--- src/design/assert_macros.svh ---
// Assertion macros used by the allocator top level.
`ifndef ASSERT_MACROS_SVH
`define ASSERT_MACROS_SVH

// Consequent must hold in the same cycle as the antecedent.
`define ASSERT_SAME(label, clk, rst_n, ante, cons) \
    label: assert property (@(posedge clk) disable iff (!rst_n) (ante) |-> (cons)) \
        else $error("same-cycle check failed");

// Consequent must hold in the cycle after the antecedent.
`define ASSERT_NEXT(label, clk, rst_n, ante, cons) \
    label: assert property (@(posedge clk) disable iff (!rst_n) (ante) |=> (cons)) \
        else $error("next-cycle check failed");

`endif

--- src/design/cpa_pkg.sv ---
// Package: types, codes and defaults of the contiguous page allocator.
`timescale 1ns / 1ps
`default_nettype none

package cpa_pkg;

    // Defaults for the top-level parameters
    localparam int MAX_PAGES_DEF  = 1024;
    localparam int PAGE_SHIFT_DEF = 12;

    // Fixed field widths
    localparam int ADDR_W     = 32;
    localparam int COUNT_W    = 11;
    localparam int CFG_DATA_W = 32;
    localparam int CFG_IDX_W  = 1;

    // Reset value of the managed page count register
    localparam logic [COUNT_W-1:0] PAGES_IN_USE_RST = 11'd1024;

    // Configuration register indexes
    localparam logic [CFG_IDX_W-1:0] CFG_ALLOC_BASE   = 1'd0;
    localparam logic [CFG_IDX_W-1:0] CFG_PAGES_IN_USE = 1'd1;

    // Per-page flag pair
    typedef logic [1:0] flags_t;
    localparam int     FLAG_TAKEN_BIT   = 0;
    localparam int     FLAG_LAST_BIT    = 1;
    localparam flags_t FLAGS_FREE       = 2'b00;
    localparam flags_t FLAGS_TAKEN      = 2'b01;
    localparam flags_t FLAGS_TAKEN_LAST = 2'b11;

    typedef enum logic [0:0] {
        OP_ALLOC = 1'b0,
        OP_FREE  = 1'b1
    } opcode_t;

    typedef enum logic [1:0] {
        ST_DONE      = 2'd0,
        ST_NO_ROOM   = 2'd1,
        ST_BAD_COUNT = 2'd2,
        ST_IGNORED   = 2'd3
    } status_t;

    // Sequencer status seen by the top level
    typedef struct packed {
        logic clearing;
        logic busy;
    } cpa_stat_t;

endpackage

`default_nettype wire

--- src/design/cpa_req_if.sv ---
// Request channel: opcode, page count and block address.
`timescale 1ns / 1ps
`default_nettype none

interface cpa_req_if;
    logic                          valid;
    logic                          ready;
    logic                          opcode;
    logic [cpa_pkg::COUNT_W-1:0]   page_count;
    logic [cpa_pkg::ADDR_W-1:0]    block_address;

    modport source (output valid, output opcode, output page_count,
                    output block_address, input ready);
    modport sink   (input valid, input opcode, input page_count,
                    input block_address, output ready);
endinterface

`default_nettype wire

--- src/design/cpa_rsp_if.sv ---
// Response channel: status and granted address.
`timescale 1ns / 1ps
`default_nettype none

interface cpa_rsp_if;
    logic                        valid;
    logic                        ready;
    logic [1:0]                  status;
    logic [cpa_pkg::ADDR_W-1:0]  granted_address;

    modport source (output valid, output status, output granted_address, input ready);
    modport sink   (input valid, input status, input granted_address, output ready);
endinterface

`default_nettype wire

--- src/design/cpa_flag_mem.sv ---
// Page flag store: one write port, one read port, registered read data.
`timescale 1ns / 1ps
`default_nettype none

module cpa_flag_mem #(
    parameter int DEPTH = cpa_pkg::MAX_PAGES_DEF,
    parameter int AW    = $clog2(cpa_pkg::MAX_PAGES_DEF)
) (
    input  wire                   clk,
    input  wire                   rd_en,
    input  wire  [AW-1:0]         rd_addr,
    output cpa_pkg::flags_t       rd_data,
    input  wire                   wr_en,
    input  wire  [AW-1:0]         wr_addr,
    input  cpa_pkg::flags_t       wr_data
);

    cpa_pkg::flags_t mem [DEPTH];
    cpa_pkg::flags_t rd_data_reg;

    // Write port
    always_ff @(posedge clk)
    begin
        if (wr_en)
        begin
            mem[wr_addr] <= wr_data;
        end
    end

    // Read port, registered read data
    always_ff @(posedge clk)
    begin
        if (rd_en)
        begin
            rd_data_reg <= mem[rd_addr];
        end
    end

    assign rd_data = rd_data_reg;

endmodule

`default_nettype wire

--- src/design/cpa_ctrl.sv ---
// Sequencer: clearing sweep, first-fit scan, run fill, free walk, result register.
`timescale 1ns / 1ps
`default_nettype none

module cpa_ctrl #(
    parameter int MAX_PAGES  = cpa_pkg::MAX_PAGES_DEF,
    parameter int PAGE_SHIFT = cpa_pkg::PAGE_SHIFT_DEF,
    parameter int IDX_W      = $clog2(cpa_pkg::MAX_PAGES_DEF)
) (
    input  wire                              clk,
    input  wire                              rst_n,
    cpa_req_if.sink                          req,
    cpa_rsp_if.source                        rsp,
    input  wire  [cpa_pkg::ADDR_W-1:0]       alloc_base,
    input  wire  [cpa_pkg::COUNT_W-1:0]      pages_in_use,
    output logic                             mem_rd_en,
    output logic [IDX_W-1:0]                 mem_rd_addr,
    input  cpa_pkg::flags_t                  mem_rd_data,
    output logic                             mem_wr_en,
    output logic [IDX_W-1:0]                 mem_wr_addr,
    output cpa_pkg::flags_t                  mem_wr_data,
    output cpa_pkg::cpa_stat_t               stat
);

    localparam int ADDR_W = cpa_pkg::ADDR_W;
    localparam int CNT_W  = $clog2(MAX_PAGES + 1);
    localparam int CMP_W  = (CNT_W > cpa_pkg::COUNT_W) ? CNT_W : cpa_pkg::COUNT_W;
    localparam int PG_W   = ADDR_W - PAGE_SHIFT;
    localparam int WIDE_W = (PG_W > CMP_W) ? PG_W : CMP_W;
    localparam int HW     = ADDR_W + IDX_W;
    localparam logic [IDX_W-1:0] LAST_IDX = IDX_W'(MAX_PAGES - 1);

    typedef enum logic [5:0] {
        S_CLEAR = 6'b000001,
        S_IDLE  = 6'b000010,
        S_ASCAN = 6'b000100,
        S_AFILL = 6'b001000,
        S_FWALK = 6'b010000,
        S_RESP  = 6'b100000
    } state_t;

    state_t                      state_reg, state_next;
    logic [IDX_W-1:0]            idx_reg, idx_next;
    logic [CNT_W-1:0]            run_reg, run_next;
    logic [CNT_W-1:0]            count_reg, count_next;
    logic [IDX_W-1:0]            head_reg, head_next;
    logic [IDX_W-1:0]            end_reg, end_next;
    cpa_pkg::status_t            status_reg, status_next;
    logic [ADDR_W-1:0]           grant_reg, grant_next;
    logic                        out_valid_reg, out_valid_next;
    cpa_pkg::status_t            out_status_reg, out_status_next;
    logic [ADDR_W-1:0]           out_addr_reg, out_addr_next;

    logic [CMP_W-1:0]            pages_ext, n_cmp, cnt_cmp;
    logic [CNT_W-1:0]            n_pages, n_last, idx_ext, run_inc;
    logic [ADDR_W-1:0]           base_al, head_off;
    logic [ADDR_W:0]             diff;
    logic [PG_W-1:0]             page;
    logic [HW-1:0]               head_wide;
    logic                        accept, bad_count, free_ign, taken, last;
    logic                        at_end, match, walk_on, load_out;

    // Managed page count, saturated to the store depth
    assign pages_ext = CMP_W'(pages_in_use);
    assign n_cmp     = (pages_ext > CMP_W'(MAX_PAGES)) ? CMP_W'(MAX_PAGES) : pages_ext;
    assign n_pages   = CNT_W'(n_cmp);
    assign n_last    = n_pages - CNT_W'(1);
    assign base_al   = {alloc_base[ADDR_W-1:PAGE_SHIFT], {PAGE_SHIFT{1'b0}}};

    // Request checks
    assign accept    = req.valid && req.ready;
    assign cnt_cmp   = CMP_W'(req.page_count);
    assign bad_count = (req.page_count == '0) || (cnt_cmp > n_cmp);
    assign diff      = {1'b0, req.block_address} - {1'b0, base_al};
    assign page      = diff[ADDR_W-1:PAGE_SHIFT];
    assign free_ign  = (req.block_address == '0) || diff[ADDR_W]
                     || (WIDE_W'(page) >= WIDE_W'(n_pages));

    // Flag data of the page at idx_reg
    assign taken   = mem_rd_data[cpa_pkg::FLAG_TAKEN_BIT];
    assign last    = mem_rd_data[cpa_pkg::FLAG_LAST_BIT];
    assign idx_ext = CNT_W'(idx_reg);
    assign at_end  = (idx_ext == n_last);
    assign run_inc = run_reg + CNT_W'(1);
    assign match   = !taken && (run_inc == count_reg);
    assign walk_on = (idx_ext < n_last) && taken && !last;

    // Byte offset of the granted run, modulo the address width
    assign head_wide = HW'(head_reg) << PAGE_SHIFT;
    assign head_off  = head_wide[ADDR_W-1:0];

    assign load_out = (state_reg == S_RESP) && (!out_valid_reg || rsp.ready);

    // Next-state and memory control
    always_comb
    begin
        state_next  = state_reg;
        idx_next    = idx_reg;
        run_next    = run_reg;
        count_next  = count_reg;
        head_next   = head_reg;
        end_next    = end_reg;
        status_next = status_reg;
        grant_next  = grant_reg;
        mem_rd_en   = 1'b0;
        mem_rd_addr = idx_reg + IDX_W'(1);
        mem_wr_en   = 1'b0;
        mem_wr_addr = idx_reg;
        mem_wr_data = cpa_pkg::FLAGS_FREE;

        case (state_reg)
            S_CLEAR:
            begin
                mem_wr_en = 1'b1;
                if (idx_reg == LAST_IDX)
                begin
                    state_next = S_IDLE;
                end
                idx_next = idx_reg + IDX_W'(1);
            end
            S_IDLE:
            begin
                if (accept)
                begin
                    grant_next = '0;
                    if (req.opcode == cpa_pkg::OP_ALLOC)
                    begin
                        count_next = CNT_W'(req.page_count);
                        run_next   = '0;
                        idx_next   = '0;
                        if (bad_count)
                        begin
                            status_next = cpa_pkg::ST_BAD_COUNT;
                            state_next  = S_RESP;
                        end
                        else
                        begin
                            mem_rd_en   = 1'b1;
                            mem_rd_addr = '0;
                            state_next  = S_ASCAN;
                        end
                    end
                    else
                    begin
                        idx_next = IDX_W'(page);
                        if (free_ign)
                        begin
                            status_next = cpa_pkg::ST_IGNORED;
                            state_next  = S_RESP;
                        end
                        else
                        begin
                            mem_rd_en   = 1'b1;
                            mem_rd_addr = IDX_W'(page);
                            state_next  = S_FWALK;
                        end
                    end
                end
            end
            S_ASCAN:
            begin
                run_next = taken ? '0 : run_inc;
                if (match)
                begin
                    head_next  = IDX_W'(idx_ext + CNT_W'(1) - count_reg);
                    idx_next   = IDX_W'(idx_ext + CNT_W'(1) - count_reg);
                    end_next   = idx_reg;
                    state_next = S_AFILL;
                end
                else if (at_end)
                begin
                    status_next = cpa_pkg::ST_NO_ROOM;
                    state_next  = S_RESP;
                end
                else
                begin
                    mem_rd_en = 1'b1;
                    idx_next  = idx_reg + IDX_W'(1);
                end
            end
            S_AFILL:
            begin
                mem_wr_en = 1'b1;
                if (idx_reg == end_reg)
                begin
                    mem_wr_data = cpa_pkg::FLAGS_TAKEN_LAST;
                    status_next = cpa_pkg::ST_DONE;
                    grant_next  = base_al + head_off;
                    state_next  = S_RESP;
                end
                else
                begin
                    mem_wr_data = cpa_pkg::FLAGS_TAKEN;
                    idx_next    = idx_reg + IDX_W'(1);
                end
            end
            S_FWALK:
            begin
                mem_wr_en = 1'b1;
                if (walk_on)
                begin
                    mem_rd_en = 1'b1;
                    idx_next  = idx_reg + IDX_W'(1);
                end
                else
                begin
                    status_next = cpa_pkg::ST_DONE;
                    state_next  = S_RESP;
                end
            end
            S_RESP:
            begin
                if (load_out)
                begin
                    state_next = S_IDLE;
                end
            end
            default:
            begin
                state_next = S_IDLE;
            end
        endcase
    end

    // Output register
    always_comb
    begin
        out_valid_next  = out_valid_reg && !rsp.ready;
        out_status_next = out_status_reg;
        out_addr_next   = out_addr_reg;
        if (load_out)
        begin
            out_valid_next  = 1'b1;
            out_status_next = status_reg;
            out_addr_next   = grant_reg;
        end
    end

    // Control state
    always_ff @(posedge clk or negedge rst_n)
    begin
        if (!rst_n)
        begin
            state_reg     <= S_CLEAR;
            idx_reg       <= '0;
            out_valid_reg <= 1'b0;
        end
        else
        begin
            state_reg     <= state_next;
            idx_reg       <= idx_next;
            out_valid_reg <= out_valid_next;
        end
    end

    // Payload registers
    always_ff @(posedge clk)
    begin
        run_reg        <= run_next;
        count_reg      <= count_next;
        head_reg       <= head_next;
        end_reg        <= end_next;
        status_reg     <= status_next;
        grant_reg      <= grant_next;
        out_status_reg <= out_status_next;
        out_addr_reg   <= out_addr_next;
    end

    assign req.ready           = (state_reg == S_IDLE);
    assign rsp.valid           = out_valid_reg;
    assign rsp.status          = out_status_reg;
    assign rsp.granted_address = out_addr_reg;
    assign stat.clearing       = (state_reg == S_CLEAR);
    assign stat.busy           = (state_reg != S_IDLE);

endmodule

`default_nettype wire

--- src/design/contiguous_page_allocator_unit.sv ---
// Top level: configuration registers, flag store, sequencer and checks.
// Alloc: accept, first-fit scan over the managed pages, fill of the granted run, result.
// Free: accept, walk over the pages of the freed block, result.
// Bad counts and ignored frees go from acceptance straight to the result; one request at a time.
// Throughput: the scan, the fill and the free walk each visit one flag store page per cycle.
// After reset the store is swept clear page by page; requests wait, config writes do not.
`timescale 1ns / 1ps
`default_nettype none
`include "assert_macros.svh"

module contiguous_page_allocator_unit #(
    parameter int MAX_PAGES  = cpa_pkg::MAX_PAGES_DEF,
    parameter int PAGE_SHIFT = cpa_pkg::PAGE_SHIFT_DEF
) (
    input  wire                                 clk,
    input  wire                                 rst_n,
    cpa_req_if.sink                             req,
    cpa_rsp_if.source                           rsp,
    input  wire                                 cfg_we,
    input  wire  [cpa_pkg::CFG_IDX_W-1:0]       cfg_idx,
    input  wire  [cpa_pkg::CFG_DATA_W-1:0]      cfg_data
);

    localparam int IDX_W = $clog2(MAX_PAGES);

    logic [cpa_pkg::ADDR_W-1:0]   alloc_base_reg, alloc_base_next;
    logic [cpa_pkg::COUNT_W-1:0]  pages_in_use_reg, pages_in_use_next;

    logic                         mem_rd_en, mem_wr_en;
    logic [IDX_W-1:0]             mem_rd_addr, mem_wr_addr;
    cpa_pkg::flags_t              mem_rd_data, mem_wr_data;
    cpa_pkg::cpa_stat_t           stat;
    logic                         rsp_not_done;

    // Configuration register writes
    always_comb
    begin
        alloc_base_next   = alloc_base_reg;
        pages_in_use_next = pages_in_use_reg;
        if (cfg_we)
        begin
            case (cfg_idx)
                cpa_pkg::CFG_ALLOC_BASE:
                begin
                    alloc_base_next = cfg_data[cpa_pkg::ADDR_W-1:0];
                end
                cpa_pkg::CFG_PAGES_IN_USE:
                begin
                    pages_in_use_next = cfg_data[cpa_pkg::COUNT_W-1:0];
                end
                default:
                begin
                    alloc_base_next = alloc_base_reg;
                end
            endcase
        end
    end

    always_ff @(posedge clk or negedge rst_n)
    begin
        if (!rst_n)
        begin
            alloc_base_reg   <= '0;
            pages_in_use_reg <= cpa_pkg::PAGES_IN_USE_RST;
        end
        else
        begin
            alloc_base_reg   <= alloc_base_next;
            pages_in_use_reg <= pages_in_use_next;
        end
    end

    // Flag store
    cpa_flag_mem #(
        .DEPTH (MAX_PAGES),
        .AW    (IDX_W)
    ) u_flag_mem (
        .clk     (clk),
        .rd_en   (mem_rd_en),
        .rd_addr (mem_rd_addr),
        .rd_data (mem_rd_data),
        .wr_en   (mem_wr_en),
        .wr_addr (mem_wr_addr),
        .wr_data (mem_wr_data)
    );

    // Request sequencer
    cpa_ctrl #(
        .MAX_PAGES  (MAX_PAGES),
        .PAGE_SHIFT (PAGE_SHIFT),
        .IDX_W      (IDX_W)
    ) u_ctrl (
        .clk          (clk),
        .rst_n        (rst_n),
        .req          (req),
        .rsp          (rsp),
        .alloc_base   (alloc_base_reg),
        .pages_in_use (pages_in_use_reg),
        .mem_rd_en    (mem_rd_en),
        .mem_rd_addr  (mem_rd_addr),
        .mem_rd_data  (mem_rd_data),
        .mem_wr_en    (mem_wr_en),
        .mem_wr_addr  (mem_wr_addr),
        .mem_wr_data  (mem_wr_data),
        .stat         (stat)
    );

    // Response beat that carries no grant
    assign rsp_not_done = rsp.valid && (rsp.status != cpa_pkg::ST_DONE);

    // Checks
    `ASSERT_SAME(a_clear_quiet, clk, rst_n, stat.clearing, !req.ready && !rsp.valid)
    `ASSERT_NEXT(a_one_at_a_time, clk, rst_n, req.valid && req.ready, stat.busy)
    `ASSERT_SAME(a_grant_only_done, clk, rst_n, rsp_not_done, rsp.granted_address == '0)

endmodule

`default_nettype wire

--- src/flat_wrapper.sv ---
// flat-port wrapper written by rule: the top's interface ports become plain ports
module contiguous_page_allocator_unit_flat 
#(
    parameter int MAX_PAGES  = cpa_pkg::MAX_PAGES_DEF,
    parameter int PAGE_SHIFT = cpa_pkg::PAGE_SHIFT_DEF
)
  (clk, rst_n, cfg_we, cfg_idx, cfg_data, req_valid, req_opcode, req_page_count, req_block_address, req_ready, rsp_valid, rsp_status, rsp_granted_address, rsp_ready);
  cpa_req_if req_i ();
  cpa_rsp_if rsp_i ();
  input  wire clk;
  input  wire rst_n;
  input  wire cfg_we;
  input  wire  [cpa_pkg::CFG_IDX_W-1:0] cfg_idx;
  input  wire  [cpa_pkg::CFG_DATA_W-1:0] cfg_data;
  input wire logic [$bits(req_i.valid)-1:0] req_valid;
  input wire logic [$bits(req_i.opcode)-1:0] req_opcode;
  input wire logic [$bits(req_i.page_count)-1:0] req_page_count;
  input wire logic [$bits(req_i.block_address)-1:0] req_block_address;
  output wire logic [$bits(req_i.ready)-1:0] req_ready;
  output wire logic [$bits(rsp_i.valid)-1:0] rsp_valid;
  output wire logic [$bits(rsp_i.status)-1:0] rsp_status;
  output wire logic [$bits(rsp_i.granted_address)-1:0] rsp_granted_address;
  input wire logic [$bits(rsp_i.ready)-1:0] rsp_ready;
  assign req_i.valid = req_valid;
  assign req_i.opcode = req_opcode;
  assign req_i.page_count = req_page_count;
  assign req_i.block_address = req_block_address;
  assign req_ready = req_i.ready;
  assign rsp_valid = rsp_i.valid;
  assign rsp_status = rsp_i.status;
  assign rsp_granted_address = rsp_i.granted_address;
  assign rsp_i.ready = rsp_ready;
  contiguous_page_allocator_unit #(.MAX_PAGES(MAX_PAGES), .PAGE_SHIFT(PAGE_SHIFT)) u_core (.clk(clk), .rst_n(rst_n), .req(req_i), .rsp(rsp_i), .cfg_we(cfg_we), .cfg_idx(cfg_idx), .cfg_data(cfg_data));
endmodule
--- config.mk ---
export PLATFORM = sky130hd
export DESIGN_NAME = contiguous_page_allocator_unit_flat
export DESIGN_NICKNAME = d
export VERILOG_FILES = /design/src/design/cpa_pkg.sv /design/src/design/cpa_req_if.sv /design/src/design/cpa_rsp_if.sv /design/src/design/cpa_flag_mem.sv /design/src/design/cpa_ctrl.sv /design/src/design/contiguous_page_allocator_unit.sv /design/src/flat_wrapper.sv
export VERILOG_INCLUDE_DIRS = /design/src /design/src/design
export SDC_FILE = /design/constraint.sdc
export NUM_CORES = 2
export LEC_CHECK = 0
export BUFFER_PORTS_ARGS = -buffer_cell sky130_fd_sc_hd__buf_2
export CORE_UTILIZATION = 45
export DETAILED_ROUTE_END_ITERATION = 10
export REMOVE_ABC_BUFFERS = 1
export SLEW_MARGIN = 20
export SYNTH_ARGS = -nofsm -noshare
export SYNTH_HDL_FRONTEND = slang
export SYNTH_SLANG_ARGS = --single-unit
--- constraint.sdc ---
create_clock -name clk -period 37.1 [get_ports clk]
set_input_delay 5.565 -clock clk [delete_from_list [all_inputs] [get_ports clk]]
set_output_delay 5.565 -clock clk [all_outputs]
set_load 0.05 [all_outputs]
==> metrics.md <==
| Metric | Value |
|---|---|
| WL/cell | `approximately 27 um` |
| Die Y | `460 um` |
| Layout cell share with drive strength beyond 1 | `between 8 and 9%` |
| Largest net degree at the start of global routing | `about 230` |
| Clk pwr share | `approximately 28%` |
| Resized Gates After CTS | `0` |
| Synth top area cells | `edfxtp_1, nand2_1, nor2_1` |
| Worst Slack Setup Final | `about 22 ns` |
| CP most frequent cell | `buf_4` |
| Fin nets | `between 8k and 9k` |
| Mux contribution to synthesized area | `1.19%` |
| Largest stage delay on the critical path | `~0.98 ns` |
| CP max-delay cell | `nor4_1` |
| Area of placed instances | `97600 sq um` |
| Comb pwr share | `36.6%` |
| Syn Inst Count | `just over 8k` |
| Area leader, netlist | `edfxtp_1` |
| Rows | `roughly 170` |
| Final ANT Viol Nets | `0` |
| Hpwl dp | `between 150000 and 200000 um` |
| Netlist Area Pre-Place | `~95000 sq um` |
| Compound-Gate Fraction of Synth Area | `under 10%` |
| Synth cell types | `85` |
| Avg Cell Area, Syn | `roughly 12 sq um` |
| CTS clk-pin slew, worst paths | `approximately 0.060 ns` |
| Top sig layer | `met4` |
| Adder-cell share of the synthesized area | `about 1.2%` |
| XOR/XNOR Fraction of Synth Area | `0.704%` |
| Vias in the first global route | `roughly 62k` |
| Net Sw Power | `~0.0032 W` |
| Die X-Extent | `460 um` |
| Biggest register | `u_core.u_flag_mem.mem` |
| Post-Layout Cell Count | `11.0k` |
| R2R depth | `26` |
| Overflow left after global routing | `0` |
| PwrDens | `74.0 nW/um^2` |
| Sw frac | `around 41%` |
| Worst Hold Class | `reg2reg` |
| Slew Limit Fails | `0` |
| Clk buf depth | `3` |
| Simple-Gate Fraction of Synth Area | `17.7%` |
| WP depth | `27` |
| Hold_ws | `roughly 0.42 ns` |
| Core Footprint | `between 200000 and 250000 sq um` |
| Final core occ | `about 50%` |
| Die ar. | `between 200000 and 250000 sq um` |
| Ys async rst share | `under 10%` |
| Hold Fails Final Rpt | `0` |
| Fmax | `around 66 MHz` |
| Largest family of logic cells by synthesized area | `simple AND/OR/NAND/NOR gates` |
| Starting Density | `45.5%` |
| Post-CTS setup buffer count | `0` |
| Vias | `65.7k` |
| Detail Route met3 WL | `around 27000 um` |
| Post-DR vias/cell | `roughly 6.0` |
| Crit end category | `flip-flop` |
| Setup Viol. Count Final | `0` |
| Fin crit period | `roughly 15 ns` |
| Slew HR | `14.5%` |
| CTS tree | `done` |
| First-pass GRT wire length | `about 420000 um` |
| Peak supply drop | `about 0.00012 V` |
| Cell total after placement | `10.6k` |
| CTS Buf Count | `around 220` |
| Max FFs per register | `2048` |
| Post-CTS Hold Buffers | `0` |
| Routability Congestion | `between 0.8 and 0.9` |
| Max-Cap Viols | `0` |
| Worst-path maximum fanout | `137` |
| Startpoint Class | `primary input` |
| Unrepaired setup endpoints after global routing | `no` |
| Number of synthesized register bits | `2184` |
| Status | `finished clean` |
| CP top delay family | `compound AO/OA/AOI/OAI gates` |
| Fin area | `~100000 sq um` |
| Critical Path RT | `37.60 ns` |
| Register area share after synthesis | `69.1%` |
| Worst slack at placement | `21.16 ns` |
| Cells on Worst Hold Path | `0` |
| Clk root buf | `clkbuf_16` |
| Setup CP Type | `in2reg` |
| Post-Route WL | `between 200000 and 300000 um` |
| Sequential share of power | `35.5%` |
| Pleak | `around 38 nW` |
| Met1 WL | `~120000 um` |
| Drt first pass iters | `6` |
| H-Tree Depth | `4` |
| Post-synth EDFFs | `2136` |
| Post-Route Skew | `~0.037 ns` |
| DR iter-0 viols | `~9.1k` |
| Area growth syn-to-layout | `10.6%` |
| Metal2 WL | `137000 um` |
| Cell internal pwr | `~0.0046 W` |
| TritonCTS Sinks | `~2.2k` |
| Buffers on Ports | `around 100` |
| Period Utilization, post-route | `roughly two fifths` |
| Gr usage total | `a little over a quarter` |
| Synth top area share | `between 60% and 70%` |
| Slew at the pin closest to its max-slew limit | `1.25 ns` |
| Yosys Warn Count | `0` |
| Clock latency on the worst-skew pair | `between 0.8 and 0.9 ns` |
| CP Data Arrival Time | `between 15 and 20 ns` |
| I/O pin count | `roughly 120` |
| WP buf/inv | `6` |
| Detailed-route DRC error count | `0` |
| Initial antenna violation count | `13` |
| Top_reg_cell synth | `edfxtp_1` |
[routing by layer]
| metal | vias up | GRT usage (%) |
|---|---|---|
| met5 | - | 0 |
| met1 | 32900 | 37.5 |
| met2 | 3285 | 43.2 |
| li1 | 29000 | - |
| met3 | 531 | 4.21 |
| met4 | 0 | 10.7 |
[stage by stage]
step	total power (W)	TNS (ns)
3_3_place_gp	0.00555	0
3_5_place_dp	0.00557	0
5_1_grt	0.00800	0
2_1_floorplan	0.00508	-29.58
4_1_cts	0.00770	0
6_report	0.00773	0
[layout by cell type (no fill, tap or decap), types with 15 or more instances in the layout]
master	instances
a21oi_1	453
a211oi_1	18
xnor2_1	45
clkinv_2	39
clkbuf_1	55
mux2i_1	99
edfxtp_1	2136
a21boi_0	25
buf_2	104
a311oi_1	25
xor2_1	31
a22oi_1	131
nor2_1	1107
nand2_2	33
a31oi_1	83
nand4_1	58
nor3_1	32
dfrtp_1	46
a32oi_1	62
and3_1	72
nor2b_1	18
nor4_1	30
a21o_1	15
nand2_1	1742
ha_1	85
clkinv_1	54
o21ai_0	70
clkbuf_16	227
buf_4	168
o211ai_1	17
nand3_1	755
inv_1	60
[cell families (layout without fill, tap and decap cells)]
family,count (synthesis),after routing
and+or+nand+nor,3968,3968
adders and majority gates,88,88
muxes,111,111
buffers and inverters,680,755
DFF,2184,2184
AOI/OAI and AO/OA,1020,1020
other,1,15
xor gates and xnor gates,76,76
[power groups by stage]
stage	Clock [W]	Combinational [W]	Sequential, W
4_1_cts	0.00218	0.00278	0.00275
3_3_place_gp	0	0.00275	0.00280
3_5_place_dp	0	0.00277	0.00280
5_1_grt	0.00227	0.00298	0.00275
2_1_floorplan	0	0.00227	0.00281
6_report	0.00216	0.00283	0.00275
[final timing paths]
path	start	end	slack (ns)
max	req_block_address[15]	u_core.u_flag_mem.rd_data[0]$_DFFE_PP_	21.93
min	u_core.u_ctrl.grant_reg[27]$_SDFFCE_PN0P_	u_core.u_ctrl.rsp.granted_address[27]$_DFFE_PP_	0.42
max reg2reg	u_core.pages_in_use_reg[0]$_DFFE_PN0P_	u_core.u_flag_mem.rd_data[0]$_DFFE_PP_	25.80
min reg2reg	u_core.u_ctrl.grant_reg[27]$_SDFFCE_PN0P_	u_core.u_ctrl.rsp.granted_address[27]$_DFFE_PP_	0.42
max in group asynchronous	rst_n	u_core.alloc_base_reg[12]$_DFFE_PN0P_	31.83
min in group asynchronous	rst_n	u_core.alloc_base_reg[20]$_DFFE_PN0P_	4.82
[final cells by class]
| class | instances | area (sq um) |
|---|---|---|
| clock buffer | 287 | 5960 |
| fill | 18200 | 103000 |
| sequential | 2184 | 65300 |
| timing repair buffer | 286 | 2080 |
| tap | 2788 | 3490 |
| multi-input combinational | 5275 | 26500 |
| inverter | 63 | 244 |
| antenna | 3 | 7.51 |
| clock inverter | 119 | 946 |
[synth_stat cells, drive strengths merged, types with 4 or more instances]
master	instances
edfxtp	2136
nand2	1775
nor2	1126
nand3	756
a21oi	454
buf	337
clkbuf	280
a22oi	131
mux2i	99
ha	85
a31oi	83
o21ai	80
and3	73
a32oi	62
inv	61
nand4	58
dfrtp	46
xnor2	45
nor3	39
nor4	37
xor2	31
a21boi	30
a311oi	26
nor2b	21
a211oi	19
and2	17
o211ai	17
a21o	15
nand2b	15
a221oi	13
o21a	13
o21bai	13
o22ai	13
mux2	12
a22o	11
nand3b	10
or3	8
a211o	7
nor3b	7
or2	6
o2111ai	5
o31ai	5
a311o	4
and2b	4
No activity file was read; power rests on OpenSTA's default activity.
